[config.mk]
export PLATFORM = sky130hd
export DESIGN_NAME = ips_patch_stream_decoder
export DESIGN_NICKNAME = d
export VERILOG_FILES = /design/src/sv/ipsd_pkg.sv /design/src/sv/ips_patch_stream_decoder.sv
export SDC_FILE = /design/constraint.sdc
export NUM_CORES = 1
export LEC_CHECK = 0
export ABC_AREA = 1
export ABC_CLOCK_PERIOD_IN_PS = 6400
export BUFFER_PORTS_ARGS = -buffer_cell sky130_fd_sc_hd__buf_2
export CORE_MARGIN = 2
export CORE_UTILIZATION = 50
export DETAILED_ROUTE_END_ITERATION = 6
export PLACE_DENSITY_LB_ADDON = 0.3
export SLEW_MARGIN = 20
export SYNTH_ARGS = -nofsm -noshare
export SYNTH_HDL_FRONTEND = slang
export SYNTH_SLANG_ARGS = --single-unit
[constraint.sdc]
create_clock -name clk -period 6.4 [get_ports clk]
set_input_delay 1.28 -clock clk [delete_from_list [all_inputs] [get_ports clk]]
set_output_delay 1.28 -clock clk [all_outputs]
set_load 0.02 [all_outputs]
[src/sv/ipsd_pkg.sv]
// ============================================================================
// IPS patch decoder package
// Shared types, codes and constants for the patch stream decoder.
// ============================================================================
`default_nettype none

package ipsd_pkg;

    // Result kinds carried on the result channel.
    typedef enum logic [1:0] {
        KIND_LITERAL    = 2'd0,
        KIND_FILL       = 2'd1,
        KIND_END        = 2'd2,
        KIND_BAD_HEADER = 2'd3
    } kind_t;

    // Parser phases, one-hot.
    typedef enum logic [7:0] {
        PH_HEADER  = 8'b0000_0001,
        PH_ADDR    = 8'b0000_0010,
        PH_SIZE    = 8'b0000_0100,
        PH_LITERAL = 8'b0000_1000,
        PH_COUNT   = 8'b0001_0000,
        PH_FILL    = 8'b0010_0000,
        PH_DONE    = 8'b0100_0000,
        PH_ERROR   = 8'b1000_0000
    } phase_t;

    localparam int unsigned HDR_LEN = 5;

    // Record address that spells "EOF" and ends the patch.
    localparam logic [23:0] END_MARK = 24'h454F46;

    // Expected header text "PATCH", one character per index.
    function automatic logic [7:0] hdr_char(input logic [2:0] idx);
        logic [7:0] ch;
        case (idx)
            3'd0:    ch = 8'h50;
            3'd1:    ch = 8'h41;
            3'd2:    ch = 8'h54;
            3'd3:    ch = 8'h43;
            3'd4:    ch = 8'h48;
            default: ch = 8'h00;
        endcase
        return ch;
    endfunction

endpackage

`default_nettype wire

[src/sv/ips_patch_stream_decoder.sv]
// ============================================================================
// IPS patch stream decoder
// Parses an IPS patch one byte per beat and emits literal writes, fill runs,
// end of patch and bad header results.
// ============================================================================
//
//  Channel  | Handshake                  | Payload
//  ---------+----------------------------+----------------------------------
//  byte     | byte_valid / byte_stall    | in_byte[7:0]
//  result   | result_valid / result_stall| result_kind[1:0], target_address
//           |                            | [23:0], run_length[15:0],
//           |                            | data_value[7:0]
//
// Each byte is captured in the input register; the parse step then runs in
// combinational logic and writes the result register, so a byte's result
// passes through both registers. One byte per cycle is sustained as long as
// result_stall stays low.
// rst_n clears the parser to the start of the header and empties both
// registers. byte_stall rises only when the input register holds a byte and
// the result register holds a result that is being stalled.
// After an end of patch or a bad header every further byte is consumed and
// dropped until reset.

`default_nettype none

module ips_patch_stream_decoder
(
    input  wire logic        clk,
    input  wire logic        rst_n,

    input  wire logic        byte_valid,
    output logic             byte_stall,
    input  wire logic [7:0]  in_byte,

    output logic             result_valid,
    input  wire logic        result_stall,
    output logic [1:0]       result_kind,
    output logic [23:0]      target_address,
    output logic [15:0]      run_length,
    output logic [7:0]       data_value
);

    // ------------------------------------------------------------------
    // Input register
    // ------------------------------------------------------------------
    logic       in_vld_reg;
    logic [7:0] in_byte_reg;
    logic       in_accept;
    logic       advance;

    // The parse step may consume the held byte whenever the result register
    // is free or is being emptied in this cycle.
    assign advance    = in_vld_reg && (!result_valid || !result_stall);
    assign byte_stall = in_vld_reg && result_valid && result_stall;
    assign in_accept  = byte_valid && !byte_stall;

    always_ff @(posedge clk or negedge rst_n)
    begin
        if (!rst_n)
        begin
            in_vld_reg <= 1'b0;
        end
        else if (in_accept)
        begin
            in_vld_reg <= 1'b1;
        end
        else if (advance)
        begin
            in_vld_reg <= 1'b0;
        end
    end

    always_ff @(posedge clk)
    begin
        if (in_accept)
        begin
            in_byte_reg <= in_byte;
        end
    end

    // ------------------------------------------------------------------
    // Parser state
    // ------------------------------------------------------------------
    ipsd_pkg::phase_t phase_reg,  phase_next;
    logic [2:0]       hdr_idx_reg, hdr_idx_next;
    logic [23:0]      addr_reg,   addr_next;
    logic [15:0]      size_reg,   size_next;
    logic [15:0]      left_reg,   left_next;
    logic [23:0]      wptr_reg,   wptr_next;
    logic [1:0]       cnt_reg,    cnt_next;

    // Result produced by this step.
    logic             res_emit;
    ipsd_pkg::kind_t  res_kind;
    logic [23:0]      res_addr;
    logic [15:0]      res_len;
    logic [7:0]       res_data;

    logic [23:0]      addr_shift;
    logic [15:0]      size_shift;

    assign addr_shift = {addr_reg[15:0], in_byte_reg};
    assign size_shift = {size_reg[7:0], in_byte_reg};

    always_comb
    begin
        phase_next   = phase_reg;
        hdr_idx_next = hdr_idx_reg;
        addr_next    = addr_reg;
        size_next    = size_reg;
        left_next    = left_reg;
        wptr_next    = wptr_reg;
        cnt_next     = cnt_reg;
        res_emit     = 1'b0;
        res_kind     = ipsd_pkg::KIND_LITERAL;
        res_addr     = '0;
        res_len      = '0;
        res_data     = '0;

        case (phase_reg)
            ipsd_pkg::PH_HEADER:
            begin
                if (hdr_idx_reg > 3'(ipsd_pkg::HDR_LEN - 1) ||
                    in_byte_reg != ipsd_pkg::hdr_char(hdr_idx_reg))
                begin
                    phase_next = ipsd_pkg::PH_ERROR;
                    res_emit   = 1'b1;
                    res_kind   = ipsd_pkg::KIND_BAD_HEADER;
                end
                else
                begin
                    hdr_idx_next = hdr_idx_reg + 3'd1;
                    if (hdr_idx_reg == 3'(ipsd_pkg::HDR_LEN - 1))
                    begin
                        phase_next = ipsd_pkg::PH_ADDR;
                        cnt_next   = 2'd0;
                        addr_next  = '0;
                    end
                end
            end

            ipsd_pkg::PH_ADDR:
            begin
                addr_next = addr_shift;
                cnt_next  = cnt_reg + 2'd1;
                if (cnt_reg >= 2'd2)
                begin
                    cnt_next = 2'd0;
                    if (addr_shift == ipsd_pkg::END_MARK)
                    begin
                        phase_next = ipsd_pkg::PH_DONE;
                        res_emit   = 1'b1;
                        res_kind   = ipsd_pkg::KIND_END;
                    end
                    else
                    begin
                        size_next  = '0;
                        phase_next = ipsd_pkg::PH_SIZE;
                    end
                end
            end

            ipsd_pkg::PH_SIZE:
            begin
                size_next = size_shift;
                cnt_next  = cnt_reg + 2'd1;
                if (cnt_reg >= 2'd1)
                begin
                    cnt_next = 2'd0;
                    if (size_shift != 16'd0)
                    begin
                        left_next  = size_shift;
                        wptr_next  = addr_reg;
                        phase_next = ipsd_pkg::PH_LITERAL;
                    end
                    else
                    begin
                        phase_next = ipsd_pkg::PH_COUNT;
                    end
                end
            end

            ipsd_pkg::PH_LITERAL:
            begin
                res_emit  = 1'b1;
                res_kind  = ipsd_pkg::KIND_LITERAL;
                res_addr  = wptr_reg;
                res_len   = 16'd1;
                res_data  = in_byte_reg;
                wptr_next = wptr_reg + 24'd1;
                left_next = left_reg - 16'd1;
                if (left_reg == 16'd1)
                begin
                    phase_next = ipsd_pkg::PH_ADDR;
                    addr_next  = '0;
                    cnt_next   = 2'd0;
                end
            end

            ipsd_pkg::PH_COUNT:
            begin
                size_next = size_shift;
                cnt_next  = cnt_reg + 2'd1;
                if (cnt_reg >= 2'd1)
                begin
                    cnt_next   = 2'd0;
                    phase_next = ipsd_pkg::PH_FILL;
                end
            end

            ipsd_pkg::PH_FILL:
            begin
                phase_next = ipsd_pkg::PH_ADDR;
                cnt_next   = 2'd0;
                addr_next  = '0;
                // A run with a zero count produces nothing.
                if (size_reg != 16'd0)
                begin
                    res_emit = 1'b1;
                    res_kind = ipsd_pkg::KIND_FILL;
                    res_addr = addr_reg;
                    res_len  = size_reg;
                    res_data = in_byte_reg;
                end
            end

            default:
            begin
                // Done or error: bytes are dropped.
            end
        endcase
    end

    always_ff @(posedge clk or negedge rst_n)
    begin
        if (!rst_n)
        begin
            phase_reg   <= ipsd_pkg::PH_HEADER;
            hdr_idx_reg <= '0;
            addr_reg    <= '0;
            size_reg    <= '0;
            left_reg    <= '0;
            wptr_reg    <= '0;
            cnt_reg     <= '0;
        end
        else if (advance)
        begin
            phase_reg   <= phase_next;
            hdr_idx_reg <= hdr_idx_next;
            addr_reg    <= addr_next;
            size_reg    <= size_next;
            left_reg    <= left_next;
            wptr_reg    <= wptr_next;
            cnt_reg     <= cnt_next;
        end
    end

    // ------------------------------------------------------------------
    // Result register
    // ------------------------------------------------------------------
    logic             out_vld_reg;
    ipsd_pkg::kind_t  out_kind_reg;
    logic [23:0]      out_addr_reg;
    logic [15:0]      out_len_reg;
    logic [7:0]       out_data_reg;

    always_ff @(posedge clk or negedge rst_n)
    begin
        if (!rst_n)
        begin
            out_vld_reg <= 1'b0;
        end
        else if (advance && res_emit)
        begin
            out_vld_reg <= 1'b1;
        end
        else if (!result_stall)
        begin
            out_vld_reg <= 1'b0;
        end
    end

    always_ff @(posedge clk)
    begin
        if (advance && res_emit)
        begin
            out_kind_reg <= res_kind;
            out_addr_reg <= res_addr;
            out_len_reg  <= res_len;
            out_data_reg <= res_data;
        end
    end

    assign result_valid   = out_vld_reg;
    assign result_kind    = out_kind_reg;
    assign target_address = out_addr_reg;
    assign run_length     = out_len_reg;
    assign data_value     = out_data_reg;

    // ------------------------------------------------------------------
    // Assertions
    // ------------------------------------------------------------------
    a_end_states_sticky: assert property (@(posedge clk) disable iff (!rst_n)
        (phase_reg == ipsd_pkg::PH_DONE || phase_reg == ipsd_pkg::PH_ERROR)
        |=> (phase_reg == ipsd_pkg::PH_DONE || phase_reg == ipsd_pkg::PH_ERROR))
        else $error("parser left the done or error phase");

    a_no_result_after_end: assert property (@(posedge clk) disable iff (!rst_n)
        (phase_reg == ipsd_pkg::PH_DONE || phase_reg == ipsd_pkg::PH_ERROR)
        |-> !res_emit)
        else $error("result produced after end of patch or bad header");

    a_literal_len_one: assert property (@(posedge clk) disable iff (!rst_n)
        (result_valid && result_kind == ipsd_pkg::KIND_LITERAL)
        |-> run_length == 16'd1)
        else $error("literal write with a length other than one");

    a_header_index_range: assert property (@(posedge clk) disable iff (!rst_n)
        hdr_idx_reg <= 3'(ipsd_pkg::HDR_LEN))
        else $error("header index out of range");

    a_result_held_on_stall: assert property (@(posedge clk) disable iff (!rst_n)
        (result_valid && result_stall) |=> result_valid)
        else $error("stalled result dropped");

endmodule

`default_nettype wire

### After elaboration in Yosys (flattened, before gate mapping)

Cells that the tools add are included.

* bits in registers: 153
* bits in latches: 0
* memory bits (writable): 0
* ROM bits: 0
* input port bits: 12
* output and inout bits: 52
* word-level logic and storage cells: 121
* memories kept: 0

* $add $sub $neg: 4
* multiply operators: 0
* div/mod/pow operators: 0
* magnitude comparators: 3
* equal/unequal tests: 23
* shift operators: 0
* mux-type cells: 50
* bitwise gates (word level): 1
* reduce and logical (&&, ||, !) cells: 26

Operators with widths (count)
* $mux W24: 6
* $pmux W16 S2: 3
* $pmux W24 S2: 2
* $pmux W24 S4: 1
* $mux W16: 5
* $mux W8: 8
* $pmux W8 S6: 1
* $pmux W7 S5: 1
* $reduce_bool A16 Y1: 2
* $add A24 B1 Y24 const B: 1
* $eq A24 B23 Y1 const B: 1
* $eq A16 B1 Y1 const B: 1
* $mux W2: 8
* $ne A2 B2 Y1 const B: 8
* $pmux W8 S2: 1
* $sub A16 B1 Y16 const B: 1
* $pmux W2 S5: 1
* $reduce_and A5 Y1: 2
* $mux W1: 9
* $eq A8 B1 Y1 const B: 1
* $eq A8 B2 Y1 const B: 1
* $eq A8 B3 Y1 const B: 1
* $eq A8 B4 Y1 const B: 1
* $eq A8 B5 Y1 const B: 1
* other kinds (29): 40

### Longest topological paths before layout

Gate-level depths: netlist of run 1.

* word-level depth: 9
* mapped depth: 14
* mapped depth without buffers: 14

### Worst setup path after synthesis of run 1

No wires, ideal clock.

* path type: input-to-reg
* start: in result_stall
* end: reg out_data_reg[0] (netlist: data_value[0]), enable pin
* setup time: 404 ps
* data arrival time: 2601 ps
* data required time: 5996 ps
* path slack: 3395 ps
* stages on the path: 5
* path buffers: 0
* cell sequence: nand2_1 > nand2_1 > nor2_1 > nand2_1 > inv_1

* word-level cells in the longest chain between the ends: 4

Ends and longest elaborated chain
* from (decl): RTL line ips_patch_stream_decoder.sv:36 `input wire logic result_stall,`
* $logic_not A1 Y1
* $logic_or A1 B1 Y1: RTL line ips_patch_stream_decoder.sv:53 `assign advance = in_vld_reg && (!result_valid || !result_stall);`
* $logic_and A1 B1 Y1: RTL line ips_patch_stream_decoder.sv:53
* $logic_and A1 B1 Y1: RTL line ips_patch_stream_decoder.sv:285 `if (advance && res_emit)`
* to (signal assigned): RTL line ips_patch_stream_decoder.sv:290 `out_data_reg <= res_data;`
* to (decl): RTL line ips_patch_stream_decoder.sv:265 `logic [7:0] out_data_reg;`

No other way between the ends.
A chain may end at the register's enable or synchronous reset.

### Final worst setup path of run 1

* start: reg phase_reg[0]
* end: reg out_addr_reg[23] (netlist: target_address[23]), enable pin

* word-level cells in the longest chain between the ends: 3
* elaborated cells between the ends (all ways): 6
* classes of those cells: eq/ne (4); mux (1); reduce/logical (1)

Ends and longest elaborated chain
* from (decl): RTL line ips_patch_stream_decoder.sv:84 `ipsd_pkg::phase_t phase_reg, phase_next;`
* from (signal assigned): RTL line ips_patch_stream_decoder.sv:238 `phase_reg <= ipsd_pkg::PH_HEADER;`
* from (signal assigned): RTL line ips_patch_stream_decoder.sv:248 `phase_reg <= phase_next;`
* $eq A8 B6 Y1 (tied with other cells): RTL line ips_patch_stream_decoder.sv:120 `case (phase_reg)`
* $pmux W1 S4 *: RTL line ips_patch_stream_decoder.sv:120
* $logic_and A1 B1 Y1 *: RTL line ips_patch_stream_decoder.sv:285
* to (signal assigned): RTL line ips_patch_stream_decoder.sv:288 `out_addr_reg <= res_addr;`
* to (decl): RTL line ips_patch_stream_decoder.sv:263 `logic [23:0] out_addr_reg;`

Every way passes the cells marked *; elsewhere a longest branch is shown, timed or not.

==> results of run 1 <==
layer usage:
metal / up-vias / share of wire, %
met5: - / 0
met4: 0 / 2.2
met3: 42 / 7.1
met2: 251 / 46
met1: 3279 / 45
li1: 3372 / -
layout make-up:
class,count,area share (%)
clock buffers,19,4.76
clock inverters,13,1.61
inverters,124,5.16
multi-input cells,684,36.5
flip-flops and latches,153,45.3
well taps,216,2.97
repair buffers,66,3.74
worst max-delay path, delay by kind of cell (launching register included):
kind | cells | cell delay, ns
buffers and inverters | 4 | 1.09
and+or+nand+nor | 5 | 0.85
DFF | 1 | 0.54
AOI/OAI and AO/OA | 1 | 0.45
power by group through the flow:
stage / logic, mW / registers (mW) / clock network (mW)
floorplan: 0.0162 / 1.04 / 0
global placement: 0.0368 / 1.05 / 0
detailed placement: 0.0370 / 1.05 / 0
CTS: 0.0373 / 1.03 / 1.00
global route: 0.0423 / 1.03 / 1.04
finish: 0.0368 / 1.03 / 0.985
worst max path at each step:
stage	startpoint	to	slack, ns	cells after the start
global placement	result_stall	left_reg[5]	2.86	8
global route	phase_reg[0]	target_address[21]	2.59	10
detailed placement	result_stall	left_reg[5]	2.76	8
floorplan	result_stall	data_value[0]	3.39	5
CTS	phase_reg[7]	target_address[21]	3.01	10
finish	phase_reg[0]	target_address[23]	2.89	10
stage by stage:
stage / utilization [%] / cells / power (mW) / area [µm²]
global placement: 53.6 / 1243 / 1.08 / 8520
global route: 57.3 / 1275 / 2.10 / 9100
detailed placement: 53.6 / 1243 / 1.08 / 8520
floorplan: - / 1001 / 1.06 / 8150
finish: 57.3 / 1275 / 2.05 / 9100
CTS: 57.3 / 1275 / 2.06 / 9100
kinds of logic (layout without fill, tap and decap cells):
group                      Yosys count  in the layout  synth area share [%]
AOI/OAI and AO/OA                  137            137                  9.12
xor gates and xnor gates            10             10                  1.07
adders and majority gates           11             11                  1.69
buffers and inverters              164            222                  8.69
DFF                                153            153                  50.6
and+or+nand+nor                    526            526                  28.9
cell usage in the layout, fill, tap and decap left out, drive strengths merged:
| cell | instances |
|---|---|
| a21o | 1 |
| a21oi | 13 |
| a31o | 2 |
| a31oi | 4 |
| buf | 66 |
| bufinv | 2 |
| clkbuf | 19 |
| clkinv | 5 |
| clkinvlp | 4 |
| dfrtp | 94 |
| dfstp | 1 |
| edfxtp | 58 |
| ha | 11 |
| inv | 126 |
| nand2 | 285 |
| nand3 | 62 |
| nand3b | 1 |
| nand4 | 45 |
| nor2 | 107 |
| nor3 | 18 |
| nor4 | 6 |
| o211ai | 4 |
| o21ai | 99 |
| o21bai | 2 |
| o22ai | 9 |
| o31a | 1 |
| o31ai | 2 |
| or2 | 2 |
| xnor2 | 2 |
| xor2 | 8 |
==> impl_metrics.env, run 1 <==
export IMPL_status="complete, no violations"
export IMPL_arrival_ns=3.40
export IMPL_p_comb_share_pct=1.8
export IMPL_layout_setup_ws_ns=2.89
export IMPL_post_synth_inst_count=1001
export IMPL_power_share_clock_pct=48.1
export IMPL_finClkSkew_ns=0.00807
export IMPL_synthesis_yosys_warnings=0
export IMPL_synth_async_reset_ratio_pct=62.1
export IMPL_cts_hold_buf=0
export IMPL_final_antenna_net_count=0
export IMPL_global_route_usage_met2_pct=37.0
export IMPL_floorplan_die_width_um=132
export IMPL_nNetsFinal=1069
export IMPL_setup_violations_final=0
export IMPL_synth_cell_area_mm2=0.00815
export IMPL_dp_hpwl_um=13600
export IMPL_mappedNetlistNets=1024
export IMPL_grt_setup_unrepaired="false"
export IMPL_multi_input_area_mm2=0.00332
export IMPL_timing_max_cap_violations=0
export IMPL_total_count_of_max_transition_violations_in_the_final_report=0
export IMPL_whs_endpoint="phase_reg[0]"
export IMPL_diodes=0
export IMPL_first_pass_iters=6
export IMPL_grt_antenna_before_repair=0
export IMPL_globalRouteMet3Util_pct=4.98
export IMPL_crit_path_end_kind="flip-flop"
export IMPL_cpMaxStageDelayCell="clkinv_2"
export IMPL_initial_core_util_pct=51.3
export IMPL_clockBufferDepth=2
export IMPL_slew_limit_headroom_pct=26.2
export IMPL_vias=6944
export IMPL_drive_gt1_share_pct=13.2
export IMPL_worstSetupPathType="reg2reg"
export IMPL_drt_iter0_drc=731
export IMPL_register_area_mm2=0.00412
export IMPL_post_cts_resized=0
export IMPL_total_leakage_power_nw=4.30
export IMPL_place_congestion=0.903
export IMPL_grt_ovfl_total=0
export IMPL_critPathMaxFanout=59
export IMPL_grt_busiest_layer="met2"
export IMPL_crit_path_start_kind="flip-flop"
export IMPL_clk_root_buffer_cell="clkbuf_16"
export IMPL_post_cts_setup_buffers=0
export IMPL_core_area_mm2=0.0159
export IMPL_power_density_mw_per_mm2=225
export IMPL_holdCritStartpoint="phase_reg[0]"
export IMPL_portBuffers=63
export IMPL_synth_top_cells_by_area="dfrtp_1, edfxtp_1, nand2_1"
export IMPL_r2r_setup_slack_ns=2.89
export IMPL_synth_largest_type_area_fraction_pct=28.9
export IMPL_wirelength_um=20000
export IMPL_timing_final_hold_violations=0
export IMPL_clkLatencyLatePin_ns=0.43
export IMPL_ff2ff_path_depth=10
export IMPL_post_synth_top_area_cell="dfrtp_1"
export IMPL_cts_buffers_inserted=17
export IMPL_worst_path_largest_cell_delay_ns=0.68
export IMPL_die_area_mm2=0.0173
export IMPL_synth_distinct_cells=43
export IMPL_pin_count=64
export IMPL_tns_ns=0
export IMPL_grt_first_pass_wirelength_um=32900
export IMPL_worst_r2r_startpoint="phase_reg[0]"
export IMPL_grt_max_degree=71
export IMPL_ir_drop_uv=181
export IMPL_final_hold_worst_slack_ns=0.461
export IMPL_synth_top_cells_by_count="nand2_1, inv_1, nor2_1, dfrtp_1, o21ai_0"
export IMPL_cts_tree="yes"
export IMPL_h_tree_depth=4
export IMPL_timing_fmax_mhz=285
export IMPL_synth_ff_latch_count=153
export IMPL_first_global_vias=6453
export IMPL_place_worst_setup_slack_ns=2.76
export IMPL_clkSinkCount=153
export IMPL_areaGrowthSynthToFinish_pct=11.7
export IMPL_crit_chain="inv_2 -> nand2_1 -> nor3_2 -> nand2_4 -> inv_2 -> buf_4 -> a21oi_2 -> nand3_1 -> nand2_1 -> clkinv_2"
export IMPL_layout_min_cycle_time_ns=3.51
export IMPL_clkTransAtPathRegs_ns=0.06
export IMPL_layout_fillers=1490
export IMPL_synth_flop_cell="dfrtp_1"
export IMPL_number_of_flops_mapped_to_enable_cells_by_yosys=58
export IMPL_std_cell_rows=46
export IMPL_die_height_um=132
export IMPL_drt_wirelength_per_cell_um=15.7
export IMPL_syn_mean_instance_area_um2=8.14
export IMPL_power_switching_fraction_pct=21.7
export IMPL_transition_time_of_the_tightest_slew_check_pin_ns=1.10
export IMPL_post_synth_top_count_cell="nand2_1"
export IMPL_timing_final_crit_share_pct=54.8
export IMPL_power_net_switching_mw=0.444
export IMPL_drt_vias_per_instance=5.45
export IMPL_proportion_of_synthesized_chip_area_in_sequential_cells_pct=50.6
export IMPL_cells_on_worst_hold_path=2
export IMPL_capture_point_of_the_worst_reg_to_reg_path="target_address[23]"
export IMPL_detail_route_drc_violations=0
export IMPL_grt_total_usage_pct=23.9
export IMPL_seqPwrFrac_pct=50.1
export IMPL_worst_min_path_class="reg2reg"
export IMPL_crit_required_ns=6.30
export IMPL_internal_power_mw=1.60
export IMPL_met1_routing_resource_usage_after_global_routing_pct=33.4
No activity file was read; power rests on OpenSTA's default activity.
==> run 2: changes to the inputs <==
- ABC_AREA: 1 -> 0
- ABC_CLOCK_PERIOD_IN_PS: 6400 -> 2950
- clock period: 6.4 -> 2.95 ns (I/O delays scaled with it)
==> run 2 against run 1 <==
Wire length decreased by 6.7%. Cell count decreased by 22%. Largest power group is now the clock network. Count of clock-buffer cells in the layout increased by 1. Clock skew decreased by 0.00063 ns. Die area decreased by 6.2%.
==> impl_metrics.env, run 2 <==
export IMPL_status="complete, no violations"
export IMPL_cts_hold_buf=0
export IMPL_clkSinkCount=153
export IMPL_std_cell_rows=45
export IMPL_grt_max_degree=61
export IMPL_finClkSkew_ns=0.00744
export IMPL_post_synth_inst_count=737
export IMPL_wirelength_um=18700
export IMPL_total_count_of_max_transition_violations_in_the_final_report=0
export IMPL_post_cts_setup_buffers=0
export IMPL_tns_ns=0
export IMPL_h_tree_depth=4
export IMPL_vias=6164
export IMPL_first_global_vias=6072
export IMPL_cpMaxStageDelayCell="dfrtp_1"
export IMPL_place_congestion=0.977
export IMPL_crit_required_ns=3.05
export IMPL_dp_hpwl_um=12500
export IMPL_diodes=0
export IMPL_core_area_mm2=0.0150
export IMPL_timing_final_crit_share_pct=95.4
export IMPL_register_area_mm2=0.00412
export IMPL_clk_root_buffer_cell="clkbuf_16"
export IMPL_synth_async_reset_ratio_pct=62.1
export IMPL_power_density_mw_per_mm2=519
export IMPL_floorplan_die_width_um=128
export IMPL_grt_first_pass_wirelength_um=30400
export IMPL_first_pass_iters=5
export IMPL_timing_final_hold_violations=0
export IMPL_post_synth_top_area_cell="dfrtp_1"
export IMPL_grt_setup_unrepaired="false"
export IMPL_synth_ff_latch_count=153
export IMPL_cp_num_buf_inv=2
export IMPL_mostFrequentLayoutCells="dfrtp_1, nand2_1, nor2_1"
export IMPL_layout_min_cycle_time_ns=2.81
export IMPL_synthesis_yosys_warnings=0
export IMPL_nNetsFinal=818
export IMPL_synth_cell_area_mm2=0.00763
export IMPL_total_leakage_power_nw=4.08
export IMPL_cts_buffers_inserted=17
export IMPL_post_synth_top_count_cell="dfrtp_1"
export IMPL_slew_limit_headroom_pct=57.9
export IMPL_portBuffers=63
export IMPL_die_height_um=128
export IMPL_ir_drop_uv=419
export IMPL_multi_input_area_mm2=0.00328
export IMPL_path_delay_family="compound AO/OA/AOI/OAI gates"
export IMPL_synth_distinct_cells=73
export IMPL_drt_vias_per_instance=6.19
export IMPL_final_antenna_net_count=0
export IMPL_proportion_of_synthesized_chip_area_in_sequential_cells_pct=54.0
export IMPL_drt_wirelength_per_cell_um=18.8
export IMPL_clkLatencyLatePin_ns=0.43
export IMPL_post_cts_resized=0
export IMPL_syn_mean_instance_area_um2=10.4
export IMPL_transition_time_of_the_tightest_slew_check_pin_ns=0.625
export IMPL_timing_max_cap_violations=0
export IMPL_mappedNetlistNets=760
export IMPL_grt_antenna_before_repair=0
export IMPL_worst_path_largest_cell_delay_ns=0.42
export IMPL_drive_gt1_share_pct=18.6
export IMPL_timing_fmax_mhz=355
export IMPL_drt_iter0_drc=624
export IMPL_synth_top_cells_by_area="dfrtp_1, edfxtp_1, nand2_1"
export IMPL_worstSetupPathType="reg2reg"
export IMPL_number_of_flops_mapped_to_enable_cells_by_yosys=58
export IMPL_grt_total_usage_pct=23.8
export IMPL_layout_commonest_cell="dfrtp_1"
export IMPL_initial_core_util_pct=50.8
export IMPL_grt_ovfl_total=0
export IMPL_critPathMaxFanout=50
export IMPL_synth_flop_cell="dfrtp_1"
export IMPL_synth_largest_type_area_fraction_pct=30.8
export IMPL_detail_route_drc_violations=0
export IMPL_layout_fillers=1220
export IMPL_worst_min_path_class="in2async"
export IMPL_synth_top_cells_by_count="dfrtp_1, nand2_1, nor2_1, edfxtp_1, a21oi_1"
export IMPL_arrival_ns=2.92
export IMPL_crit_path_start_kind="flip-flop"
export IMPL_setup_violations_final=0
export IMPL_clkTransAtPathRegs_ns=0.06
export IMPL_cts_tree="yes"
export IMPL_pin_count=64
export IMPL_crit_chain="inv_1 -> ha_2 -> nor2_1 -> o311ai_2 -> xor2_1 -> nor4_4 -> o221a_2 -> nor3_4 -> buf_12"
export IMPL_total_power_consumption_mw=4.61
export IMPL_crit_path_end_kind="flip-flop"
export IMPL_die_area_mm2=0.0163
export IMPL_clockBufferDepth=2
export IMPL_areaGrowthSynthToFinish_pct=16.2
-- run 2: cell count changes in the layout (fill, tap and decap cells not counted), moves of 33 or more --
cell and delta:
inv_1 -92, nand2_1 -192, a22o_1 +33, o21ai_0 -52, nand4_1 -37, nand3_1 -39
-- run 2: cell type report --
type / instances / area share [%]
Clock buffer: 20 / 5.04
Inverter: 18 / 0.762
Timing Repair Buffer: 88 / 6.12
Sequential cell: 153 / 46.5
Tap cell: 188 / 2.65
Clock inverter: 12 / 1.95
Multi-Input combinational cell: 517 / 37.0
-- run 2: logic make-up after synthesis --
| family | count (synthesis) | synth area share (%) |
|---|---|---|
| xor+xnor | 8 | 0.918 |
| simple gates | 278 | 18.6 |
| mux | 10 | 1.61 |
| buf+inv | 67 | 3.74 |
| flops | 153 | 54.0 |
| fa+ha+maj | 11 | 1.80 |
| compound gates | 210 | 19.4 |
-- run 2: final timing paths --
kind	start	to	slack, ns	cells past startpoint
min reg2reg	addr_reg[21]	addr_reg[21]	0.51	1
max in group asynchronous	rst_n	phase_reg[0]	2.04	2
max reg2reg	hdr_idx_reg[0]	target_address[9]	0.14	9
min in group clk	in_byte[4]	in_byte_reg[4]	0.33	1
min	rst_n	addr_reg[20]	0.19	1
max	hdr_idx_reg[0]	target_address[9]	0.14	9
-- run 2: where the power goes --
part,internal (mW),switching [mW]
registers,2.21,0.0249
logic,0.0250,0.0495
clock network,1.43,0.861
-- run 2: metal layers --
layer  track usage [%]  share of wire (%)
met5                 0                  0
met4              11.6                3.0
met1              31.4                 44
met3              4.27                6.6
met2              38.2                 47
-- run 2: stage by stage --
step / cells / instance area (µm²) / hold slack [ns] / worst slack [ns] / utilization (%)
6_report: 996 / 8870 / 0.186 / 0.137 / 59.0
3_5_place_dp: 964 / 8250 / 0.482 / 0.158 / 54.9
3_3_place_gp: 964 / 8250 / 0.473 / 0.330 / 54.9
5_1_grt: 996 / 8870 / 0.244 / 0.0327 / 59.0
2_1_floorplan: 737 / 7690 / 0.294 / -0.459 / -
4_1_cts: 996 / 8870 / 0.210 / 0.142 / 59.0
==> run 3: changes to the inputs <==
- RECOVER_POWER: not set -> 25
==> run 3 against run 2 <==
First-iteration DRC count grew 12%. Fmax about the same. Non-clock buffer count unchanged. Setup slack better by 0.0015 ns. Critical path type unchanged. Sequential share of layout area up 0.092 points. Highest routed layer unchanged. Cell count unchanged. Count of clock-buffer cells in the layout unchanged. Utilization down 0.12 points. Register-to-register slack hardly changed. Critical endpoint unchanged. Hold slack improved by 0.15 ns. Combinational power fell by 3.5%.
==> impl_metrics.env, run 3 (synthesized netlist as in run 2, its figures left out) <==
export IMPL_clkTransAtPathRegs_ns=0.06
export IMPL_final_hold_worst_slack_ns=0.334
export IMPL_timing_fmax_mhz=356
export IMPL_total_count_of_max_transition_violations_in_the_final_report=0
export IMPL_power_density_mw_per_mm2=519
export IMPL_grt_total_usage_pct=23.8
export IMPL_internal_power_mw=3.67
export IMPL_seqPwrFrac_pct=48.6
export IMPL_drt_iter0_drc=700
export IMPL_ir_drop_uv=416
export IMPL_grt_first_pass_wirelength_um=30400
export IMPL_holdCritStartpoint="in_byte[4]"
export IMPL_worst_setup_path_startpoint="hdr_idx_reg[0]"
export IMPL_layout_commonest_cell="dfrtp_1"
export IMPL_h_tree_depth=4
export IMPL_grt_max_degree=61
export IMPL_layout_fillers=1223
export IMPL_p_comb_share_pct=1.6
export IMPL_die_area_mm2=0.0163
export IMPL_slew_limit_headroom_pct=13.7
export IMPL_areaGrowthSynthToFinish_pct=16.0
export IMPL_mostFrequentLayoutCells="dfrtp_1, nand2_1, nor2_1"
export IMPL_critPathMaxFanout=50
export IMPL_grt_ovfl_total=0
export IMPL_cts_tree="yes"
export IMPL_core_area_mm2=0.0150
export IMPL_crit_path_end_kind="flip-flop"
export IMPL_final_antenna_net_count=0
export IMPL_power_switching_fraction_pct=20.3
export IMPL_worstSetupPathType="reg2reg"
export IMPL_place_congestion=0.977
export IMPL_power_share_clock_pct=49.8
export IMPL_first_pass_iters=6
export IMPL_pin_count=64
export IMPL_grt_antenna_before_repair=0
export IMPL_clkSinkCount=153
export IMPL_wirelength_um=18700
export IMPL_status="complete, no violations"
export IMPL_final_util_pct=58.9
export IMPL_timing_final_hold_violations=0
export IMPL_layout_min_cycle_time_ns=2.81
export IMPL_dp_hpwl_um=12500
export IMPL_arrival_ns=2.91
export IMPL_crit_required_ns=3.05
export IMPL_initial_core_util_pct=50.8
export IMPL_worst_min_path_class="in2reg"
export IMPL_clk_root_buffer_cell="clkbuf_16"
export IMPL_post_cts_resized=0
export IMPL_cts_hold_buf=0
export IMPL_grt_setup_unrepaired="false"
export IMPL_power_net_switching_mw=0.931
export IMPL_timing_max_cap_violations=0
export IMPL_die_height_um=128
export IMPL_clockBufferDepth=2
export IMPL_total_leakage_power_nw=4.07
export IMPL_setup_violations_final=0
export IMPL_diodes=0
export IMPL_post_cts_setup_buffers=0
export IMPL_drt_wirelength_per_cell_um=18.8
export IMPL_timing_final_crit_share_pct=95.3
export IMPL_worst_r2r_startpoint="hdr_idx_reg[0]"
export IMPL_cts_buffers_inserted=17
export IMPL_drt_vias_per_instance=6.24
export IMPL_drive_gt1_share_pct=18.6
export IMPL_detail_route_drc_violations=0
export IMPL_first_global_vias=6072
export IMPL_crit_path_start_kind="flip-flop"
export IMPL_clkLatencyLatePin_ns=0.43
export IMPL_transition_time_of_the_tightest_slew_check_pin_ns=1.29
export IMPL_std_cell_rows=45
export IMPL_finClkSkew_ns=0.00835
export IMPL_floorplan_die_width_um=128
export IMPL_portBuffers=63
export IMPL_vias=6214
export IMPL_nNetsFinal=818
[run 3: cell count changes in the layout (fill, tap and decap cells not counted), sizes merged]
cell	before	now
clkbuf	20	22
buf	88	86
[run 3: per-stage QoR]
stage / worst slack, ns / TNS, ns / cell area, µm² / total power [mW] / cells
4_1_cts: 0.142 / 0 / 8870 / 4.62 / 996
5_1_grt: 0.0327 / 0 / 8850 / 4.71 / 996
3_3_place_gp: 0.330 / 0 / 8250 / 2.35 / 964
3_5_place_dp: 0.158 / 0 / 8250 / 2.35 / 964
6_report: 0.138 / 0 / 8850 / 4.60 / 996
2_1_floorplan: -0.459 / -22.97 / 7690 / 2.29 / 737
[run 3: area by class of cell]
| class | instances | area, µm² | area share [%] |
|---|---|---|---|
| Sequential cell | 153 | 4120 | 46.5 |
| Multi-Input combinational cell | 517 | 3280 | 37.1 |
| Timing Repair Buffer | 88 | 526 | 5.94 |
| Clock buffer | 20 | 447 | 5.05 |
| Tap cell | 188 | 235 | 2.66 |
| Clock inverter | 12 | 173 | 1.95 |
| Inverter | 18 | 67.6 | 0.763 |
[run 3: routing by layer]
layer	track usage (%)	vias up	wire length (µm)
li1	-	2831	-
met1	31.4	3039	8100
met2	38.2	279	8740
met3	4.27	65	1220
met4	11.6	0	629
met5	0	-	0
[run 3: worst paths after layout]
kind	to	cells after the start	slack, ns
max in group asynchronous	size_reg[12]	2	0.66
min in group asynchronous	addr_reg[20]	1	0.40
min reg2reg	wptr_reg[21]	1	0.50
min	in_byte_reg[4]	1	0.33
max	target_address[9]	9	0.14
max reg2reg	target_address[9]	9	0.14
[run 3: power by group through the flow]
stage          Clock, mW  Combinational (mW)  Sequential [mW]
3_3_place_gp           0              0.0740             2.27
5_1_grt             2.40              0.0812             2.23
6_report            2.29              0.0718             2.23
4_1_cts             2.31              0.0766             2.23
3_5_place_dp           0              0.0760             2.27
2_1_floorplan          0              0.0333             2.26
[run 3: worst max-delay path: stages, from the launching register on]
cell and delay, ns:
dfrtp_1 0.42, inv_1 0.10, ha_2 0.21, nor2_1 0.07, o311ai_2 0.33, xor2_1 0.34, nor4_4 0.14, o221a_2 0.35
nor3_4 0.20, buf_12 0.27
